## src/design/spr_pkg.sv

```systemverilog
package spr_pkg;

   localparam int unsigned BYTE_W = 8;
   localparam int unsigned LEN_W  = 4;

   localparam logic [BYTE_W-1:0] CMD_WRITE_BIT = 8'h80;
   localparam logic [BYTE_W-1:0] CMD_LEN_MASK  = 8'h07;

   localparam logic [BYTE_W-1:0] DFLT_LOW_LAST = 8'h05;
   localparam logic [BYTE_W-1:0] DFLT_LOW_VAL  = 8'hff;
   localparam logic [BYTE_W-1:0] DFLT_A_ADDR   = 8'h21;
   localparam logic [BYTE_W-1:0] DFLT_A_VAL    = 8'd232;
   localparam logic [BYTE_W-1:0] DFLT_B_ADDR   = 8'h52;
   localparam logic [BYTE_W-1:0] DFLT_B_VAL    = 8'd224;
   localparam logic [BYTE_W-1:0] DFLT_C_ADDR   = 8'h5a;
   localparam logic [BYTE_W-1:0] DFLT_C_VAL    = 8'h06;

   // frame phase, one-hot
   typedef enum logic [4:0] {
      PH_CMD  = 5'b00001,
      PH_ADDR = 5'b00010,
      PH_HIGH = 5'b00100,
      PH_WR   = 5'b01000,
      PH_RD   = 5'b10000
   } spr_phase_type;

   // register file write request
   typedef struct packed {
      logic              en;
      logic [BYTE_W-1:0] addr;
      logic [BYTE_W-1:0] data;
   } spr_wr_type;

   // value a register holds after reset
   function automatic logic [BYTE_W-1:0] reg_default(input logic [BYTE_W-1:0] a);
      logic [BYTE_W-1:0] v;
      v = '0;
      if (a <= DFLT_LOW_LAST)    v = DFLT_LOW_VAL;
      else if (a == DFLT_A_ADDR) v = DFLT_A_VAL;
      else if (a == DFLT_B_ADDR) v = DFLT_B_VAL;
      else if (a == DFLT_C_ADDR) v = DFLT_C_VAL;
      return v;
   endfunction

endpackage

```

## src/design/spi_pmic_register_frame.sv

```systemverilog
// SPI register frame engine: one request (a byte from the host) in, one
// response byte out, at one request per cycle while req_stall is low; the
// reply is registered. A frame is a command byte (bit 7 write, bits 2:0
// length minus one), an address byte and an ignored high-address byte,
// followed by length data bytes all aimed at the same register. Header
// and write-data bytes answer zero; read-data bytes answer the register.
// The register file is a synchronous memory read continuously at the
// frame address; the address is known two requests before the first data
// byte, so the registered memory read never stalls the stream. Per-entry
// valid bits make unwritten registers read their reset defaults without a
// clearing pass. A response register parts the two sides; req_stall rises
// only while a response waits under rsp_stall.
module spi_pmic_register_frame #(
   parameter int unsigned REG_COUNT = 256
) (
   input  logic                       clock,
   input  logic                       reset,
   input  logic                       req_valid,
   output logic                       req_stall,
   input  logic [spr_pkg::BYTE_W-1:0] req_tx_byte,
   output logic                       rsp_valid,
   input  logic                       rsp_stall,
   output logic [spr_pkg::BYTE_W-1:0] rsp_rx_byte
);
   import spr_pkg::*;

   logic              accept;
   spr_wr_type        wr;
   logic [BYTE_W-1:0] rd_addr;
   logic [BYTE_W-1:0] rd_byte;
   logic              rd_sel;

   logic              rsp_valid_ff, rsp_valid_in;
   logic [BYTE_W-1:0] rsp_byte_ff, rsp_byte_in;

   assign req_stall = rsp_valid_ff && rsp_stall;
   assign accept    = req_valid && !req_stall;

   spr_frame u_frame (
      .clock   (clock),
      .reset   (reset),
      .accept  (accept),
      .tx_byte (req_tx_byte),
      .wr      (wr),
      .rd_addr (rd_addr),
      .rd_sel  (rd_sel)
   );

   spr_regfile #(.REG_COUNT(REG_COUNT)) u_regfile (
      .clock   (clock),
      .reset   (reset),
      .wr      (wr),
      .rd_addr (rd_addr),
      .rd_byte (rd_byte)
   );

   always_comb begin
      rsp_valid_in = rsp_valid_ff && rsp_stall;
      rsp_byte_in  = rsp_byte_ff;
      if (accept) begin
         rsp_valid_in = 1'b1;
         rsp_byte_in  = rd_sel ? rd_byte : '0;
      end
   end

   always_ff @(posedge clock) begin
      if (reset) begin
         rsp_valid_ff <= 1'b0;
      end else begin
         rsp_valid_ff <= rsp_valid_in;
      end
   end

   always_ff @(posedge clock) begin
      rsp_byte_ff <= rsp_byte_in;
   end

   assign rsp_valid   = rsp_valid_ff;
   assign rsp_rx_byte = rsp_byte_ff;

endmodule

```

## src/design/spr_regfile.sv

```systemverilog
module spr_regfile #(
   parameter int unsigned REG_COUNT = 256
) (
   input  logic                      clock,
   input  logic                      reset,
   input  spr_pkg::spr_wr_type       wr,
   input  logic [spr_pkg::BYTE_W-1:0] rd_addr,
   output logic [spr_pkg::BYTE_W-1:0] rd_byte
);
   import spr_pkg::*;

   localparam int unsigned AW = (REG_COUNT > 1) ? $clog2(REG_COUNT) : 1;

   logic [BYTE_W-1:0] mem [REG_COUNT];
   logic [REG_COUNT-1:0] valid_ff;

   logic              wr_ok;
   logic              rd_ok;
   logic [AW-1:0]     wr_idx;
   logic [AW-1:0]     rd_idx;

   logic [BYTE_W-1:0] rd_data_ff;
   logic [BYTE_W-1:0] rd_dflt_ff;
   logic              rd_valid_ff;
   logic              rd_ok_ff;

   assign wr_ok  = {1'b0, wr.addr} < (BYTE_W+1)'(REG_COUNT);
   assign rd_ok  = {1'b0, rd_addr} < (BYTE_W+1)'(REG_COUNT);
   assign wr_idx = wr.addr[AW-1:0];
   assign rd_idx = rd_addr[AW-1:0];

   always_ff @(posedge clock) begin
      if (wr.en && wr_ok) begin
         mem[wr_idx] <= wr.data;
      end
   end

   // entry not yet written reads as its reset value
   always_ff @(posedge clock) begin
      if (reset) begin
         valid_ff <= '0;
      end else if (wr.en && wr_ok) begin
         valid_ff[wr_idx] <= 1'b1;
      end
   end

   always_ff @(posedge clock) begin
      if (rd_ok) begin
         rd_data_ff  <= mem[rd_idx];
         rd_valid_ff <= valid_ff[rd_idx];
      end
      rd_dflt_ff <= reg_default(rd_addr);
      rd_ok_ff   <= rd_ok;
   end

   assign rd_byte = !rd_ok_ff   ? '0 :
                    rd_valid_ff ? rd_data_ff : rd_dflt_ff;

endmodule

```

## src/design/spr_frame.sv

```systemverilog
module spr_frame (
   input  logic                       clock,
   input  logic                       reset,
   input  logic                       accept,
   input  logic [spr_pkg::BYTE_W-1:0] tx_byte,
   output spr_pkg::spr_wr_type        wr,
   output logic [spr_pkg::BYTE_W-1:0] rd_addr,
   output logic                       rd_sel
);
   import spr_pkg::*;

   spr_phase_type     phase_ff, phase_in;
   logic [BYTE_W-1:0] cmd_ff, cmd_in;
   logic [BYTE_W-1:0] addr_ff, addr_in;
   logic [LEN_W-1:0]  left_ff, left_in;

   always_comb begin
      phase_in = phase_ff;
      cmd_in   = cmd_ff;
      addr_in  = addr_ff;
      left_in  = left_ff;
      wr.en    = 1'b0;
      wr.addr  = addr_ff;
      wr.data  = tx_byte;
      rd_sel   = 1'b0;
      if (accept) begin
         unique case (phase_ff)
            PH_CMD: begin
               cmd_in   = tx_byte;
               phase_in = PH_ADDR;
            end
            PH_ADDR: begin
               addr_in  = tx_byte;
               phase_in = PH_HIGH;
            end
            PH_HIGH: begin
               left_in  = LEN_W'(cmd_ff & CMD_LEN_MASK) + LEN_W'(1);
               phase_in = ((cmd_ff & CMD_WRITE_BIT) != '0) ? PH_WR : PH_RD;
            end
            PH_WR, PH_RD: begin
               if (left_ff != '0) begin
                  wr.en   = (phase_ff == PH_WR);
                  rd_sel  = (phase_ff == PH_RD);
                  left_in = left_ff - LEN_W'(1);
                  if (left_ff == LEN_W'(1)) phase_in = PH_CMD;
               end
            end
            default: phase_in = PH_CMD;
         endcase
      end
   end

   always_ff @(posedge clock) begin
      if (reset) begin
         phase_ff <= PH_CMD;
         cmd_ff   <= '0;
         addr_ff  <= '0;
         left_ff  <= '0;
      end else begin
         phase_ff <= phase_in;
         cmd_ff   <= cmd_in;
         addr_ff  <= addr_in;
         left_ff  <= left_in;
      end
   end

   // address is settled two requests before any data byte
   assign rd_addr = addr_ff;

endmodule

```

## config.mk

```make
export PLATFORM = sky130hd
export DESIGN_NAME = spi_pmic_register_frame
export DESIGN_NICKNAME = d
export VERILOG_FILES = /design/src/design/spr_pkg.sv /design/src/design/spi_pmic_register_frame.sv /design/src/design/spr_regfile.sv /design/src/design/spr_frame.sv
export SDC_FILE = /design/constraint.sdc
export NUM_CORES = 2
export LEC_CHECK = 0
export ABC_AREA = 1
export BUFFER_PORTS_ARGS = -buffer_cell sky130_fd_sc_hd__buf_2
export CAP_MARGIN = 5
export CELL_PAD_IN_SITES_DETAIL_PLACEMENT = 1
export CELL_PAD_IN_SITES_GLOBAL_PLACEMENT = 2
export CORE_UTILIZATION = 45
export CTS_CLUSTER_SIZE = 20
export DETAILED_ROUTE_END_ITERATION = 6
export PLACE_DENSITY = 0.92
export SKIP_CTS_REPAIR_TIMING = 1
export SYNTH_ARGS = -nofsm -noshare
export SYNTH_HDL_FRONTEND = slang
export SYNTH_SLANG_ARGS = --single-unit
```

## constraint.sdc

```tcl
create_clock -name clock -period 5.6 [get_ports clock]
set_clock_uncertainty 0.2 [all_clocks]
set_input_delay 0.56 -clock clock [delete_from_list [all_inputs] [get_ports clock]]
set_output_delay 0.56 -clock clock [all_outputs]
set_load 0.1 [all_outputs]
```

==> flow_summary.toml <==
[layout]
final_cell_mix = "nand2_1 (5346), edfxtp_1 (2056), nor2_1 (908)"
drive_gt1_frac = 0.0566
fill_cells = 23316
area_delta_synth_final_pct = 11.2
multi_input_area_sq_mm = 0.0262
final_common_cell = "nand2_1"
fin_cells = 12606
fin_nets = 9582
regArea_sq_mm = 0.0676

[sta]
slew_violations = 0
fin_crit_ps = 3870
slew_headroom = 0.166
fmax_ghz = 0.259
final-hold-violation-count = 0
period_share = 0.690
rsz0062_at_grt = "no"
setup_viol = 0
fin_setup_tns_ps = 0
worst_slew_pin_slew_ps = 1250

[grt]
grt_usage = 0.277
grt_pass1_wl_um = 449000
antenna_found_initial = 14
grt_pass1_vias = 71850
overflow = 0
grt_start_max_net_pins = 224

[route]
drc = 0
avgRoutedWirePerCell_um = 23.8
drt_iter0_drc = 5607
totalWireLength_um = 300000
drt-pass1-iter-count = 7
vias = 68381
ant_nets = 0
vias_per_cell = 5.42

[placement]
place.gp.congestion = 0.839
io_buffers = 21
hpwl_um = 172000
dp.cells = 12138

[floorplan]
die_x_um = 464
fp.coreArea_sq_mm = 0.212
start_util = 0.453
die_area_sq_mm = 0.216
placementRows = 169
top_level_ports = 22
die_y_um = 464

[critical_path]
rr_worst_depth = 14
rrSetupSlack_ps = 1730
cp-end-kind = "flip-flop"
r2r_end = "u_regfile.rd_data_ff[6]$_DFF_P_"
regToRegStartpoint = "u_frame.rd_addr[0]$_SDFFE_PP0P_"
cp_max_fo = 73
path_class = "flip-flop to flip-flop"
crit_required_ps = 6240
arrival_ps = 4510
start_kind = "flip-flop"

[cts]
clkLatencyLatePin_ps = 900
cts_inserted_buffers = 238
ctsRootBufferMaster = "clkbuf_16"
cts_tree = "yes"
htree_levels = 4
clk_path_buf_depth = 3
cts_sinks = 2347
path_clk_slew_ps = 70

[logic_synthesis]
synth.distinct_cells = 31
syn_inst = 9700
synth_area_sq_mm = 0.0962
synthMuxAreaShare = 0.000208
synth-compound-area-share = 0.0140
seq_area_frac_synth = 0.702
ys_ff_latch = 2347
synth_warnings = 0
synth-xor-area-share = 0.000273
synth_fp_nets = 9715
syn_area_per_cell_sq_um = 9.92
synth_top_family_by_area = "simple AND/OR/NAND/NOR gates"
synth_fa_ha_area_frac = 0.000390
synth-simple-area-share = 0.257

[status]
status = "finished clean"

[power_and_ir_drop]
peakVddDrop_v = 0.000350
p_per_area_mw_per_mm2 = 339
p_leak_uw = 0.0422

[worst_hold_path]
whs_endpoint = "u_regfile.mem[22][1]$_DFFE_PP_"
holdPathStages = 1
min-delay-start = "req_tx_byte[1]"
hold_class = "input port to flip-flop"

[job]
drv_cap = 0
how the worst max path moves through the flow:
stage | from | endpoint | slack (ps) | cells past startpoint
after floorplan | rsp_valid$_SDFF_PP0_ | u_regfile.mem[240][0]$_DFFE_PP_ | 2720 | 12
after global placement | u_frame.rd_addr[0]$_SDFFE_PP0P_ | u_regfile.rd_data_ff[4]$_DFF_P_ | 1800 | 14
after detailed placement | u_frame.rd_addr[0]$_SDFFE_PP0P_ | u_regfile.rd_data_ff[5]$_DFF_P_ | 1770 | 14
after CTS | u_frame.rd_addr[0]$_SDFFE_PP0P_ | u_regfile.rd_data_ff[5]$_DFF_P_ | 1730 | 14
after global routing | u_frame.rd_addr[0]$_SDFFE_PP0P_ | u_regfile.rd_data_ff[6]$_DFF_P_ | 1460 | 14
final | u_frame.rd_addr[0]$_SDFFE_PP0P_ | u_regfile.rd_data_ff[6]$_DFF_P_ | 1730 | 14
critical path: stages, from the launching register on:
cell,delay [ps]
dfxtp_4,620
buf_4,560
buf_4,750
nand2_1,110
nand2_1,120
nand2_1,60
nand3_1,120
nand2_1,80
nand2_1,100
o21ai_1,120
nand2_1,210
nor2_1,70
nor2_1,400
nor2_1,110
nand2_1,90
power breakdown:
| part | internal [uW] | leakage [uW] | total, uW | switching [uW] |
|---|---|---|---|---|
| logic | 151 | 0.0175 | 923 | 772 |
| clock network | 9390 | 0.00392 | 16300 | 6960 |
| registers | 19000 | 0.0208 | 19000 | 20.6 |
| total | 28600 | 0.0422 | 36300 | 7750 |
layer usage:
layer | wire, um | vias to the layer above | track usage
met5 | 38 | - | 0
met4 | 10300 | 6 | 0.0955
met3 | 18900 | 493 | 0.0393
met2 | 146000 | 2133 | 0.469
met1 | 125000 | 34540 | 0.363
li1 | - | 31209 | -
kinds of logic (layout without fill, tap and decap cells):
group                      after synthesis  after routing
AOI/OAI and AO/OA                      266            266
other                                    0              5
adders and majority gates                3              3
xor gates and xnor gates                 3              3
DFF                                   2347           2347
muxes                                    2              2
and+or+nand+nor                       6500           6500
buffers and inverters                  579            659
sequential cells by signal, indices dropped and copies added (netlist names):
signal	flops
rsp_valid	1
rsp_rx_byte	8
u_frame.phase_ff	5
u_frame.cmd_ff	4
u_regfile.rd_valid_ff	1
u_frame.rd_addr	8
u_regfile.mem	2048
u_frame.left_ff	4
u_regfile.rd_data_ff	8
u_regfile.rd_dflt_ff	4
u_regfile.valid_ff	256
final cells by class:
class | instances | share of cell area
sequential | 2347 | 0.631
multi-input combinational | 6774 | 0.245
clock buffer | 338 | 0.0624
tap | 2821 | 0.0330
clock inverter | 115 | 0.0127
timing repair buffer | 124 | 0.0127
inverter | 82 | 0.00321
antenna | 5 | 0.000117
per-stage QoR:
step | area [sq um] | power, uW | util | setup WS, ps | hold WS [ps]
2_1_floorplan | 96200 | 19700 | - | 2720 | 231
3_3_place_gp | 98900 | 20300 | 0.466 | 1800 | 240
3_5_place_dp | 98900 | 20300 | 0.466 | 1770 | 258
4_1_cts | 107000 | 36500 | 0.504 | 1730 | -338
5_1_grt | 107000 | 37100 | 0.504 | 1460 | 92.7
6_report | 107000 | 36300 | 0.504 | 1730 | 86.9
synthesized netlist by cell type:
cell,instances,share of area
o21a_1,1,0.000078
buf_4,7,0.00055
inv_2,41,0.0016
o211ai_1,1,0.000078
edfxtp_1,2056,0.64
inv_4,1,0.000065
nor2_4,2,0.00023
nor4_1,3,0.00020
xnor2_1,1,0.000091
mux2i_1,2,0.00021
ha_1,3,0.00039
nand3_1,213,0.011
buf_1,36,0.0014
nand2_2,1,0.000065
clkbuf_1,227,0.0089
dfxtp_1,291,0.061
inv_1,40,0.0016
a211oi_1,2,0.00016
buf_2,225,0.012
o21ai_1,150,0.0078
nor2_1,910,0.035
nand4_1,2,0.00013
nor2_2,22,0.0014
xor2_1,2,0.00018
a21oi_1,56,0.0029
buf_6,2,0.00023
or2_2,1,0.000065
a31oi_1,1,0.000065
o21ai_0,54,0.0028
nand2_1,5346,0.21
o211a_1,1,0.00010
No activity file was read; power rests on OpenSTA's default activity.
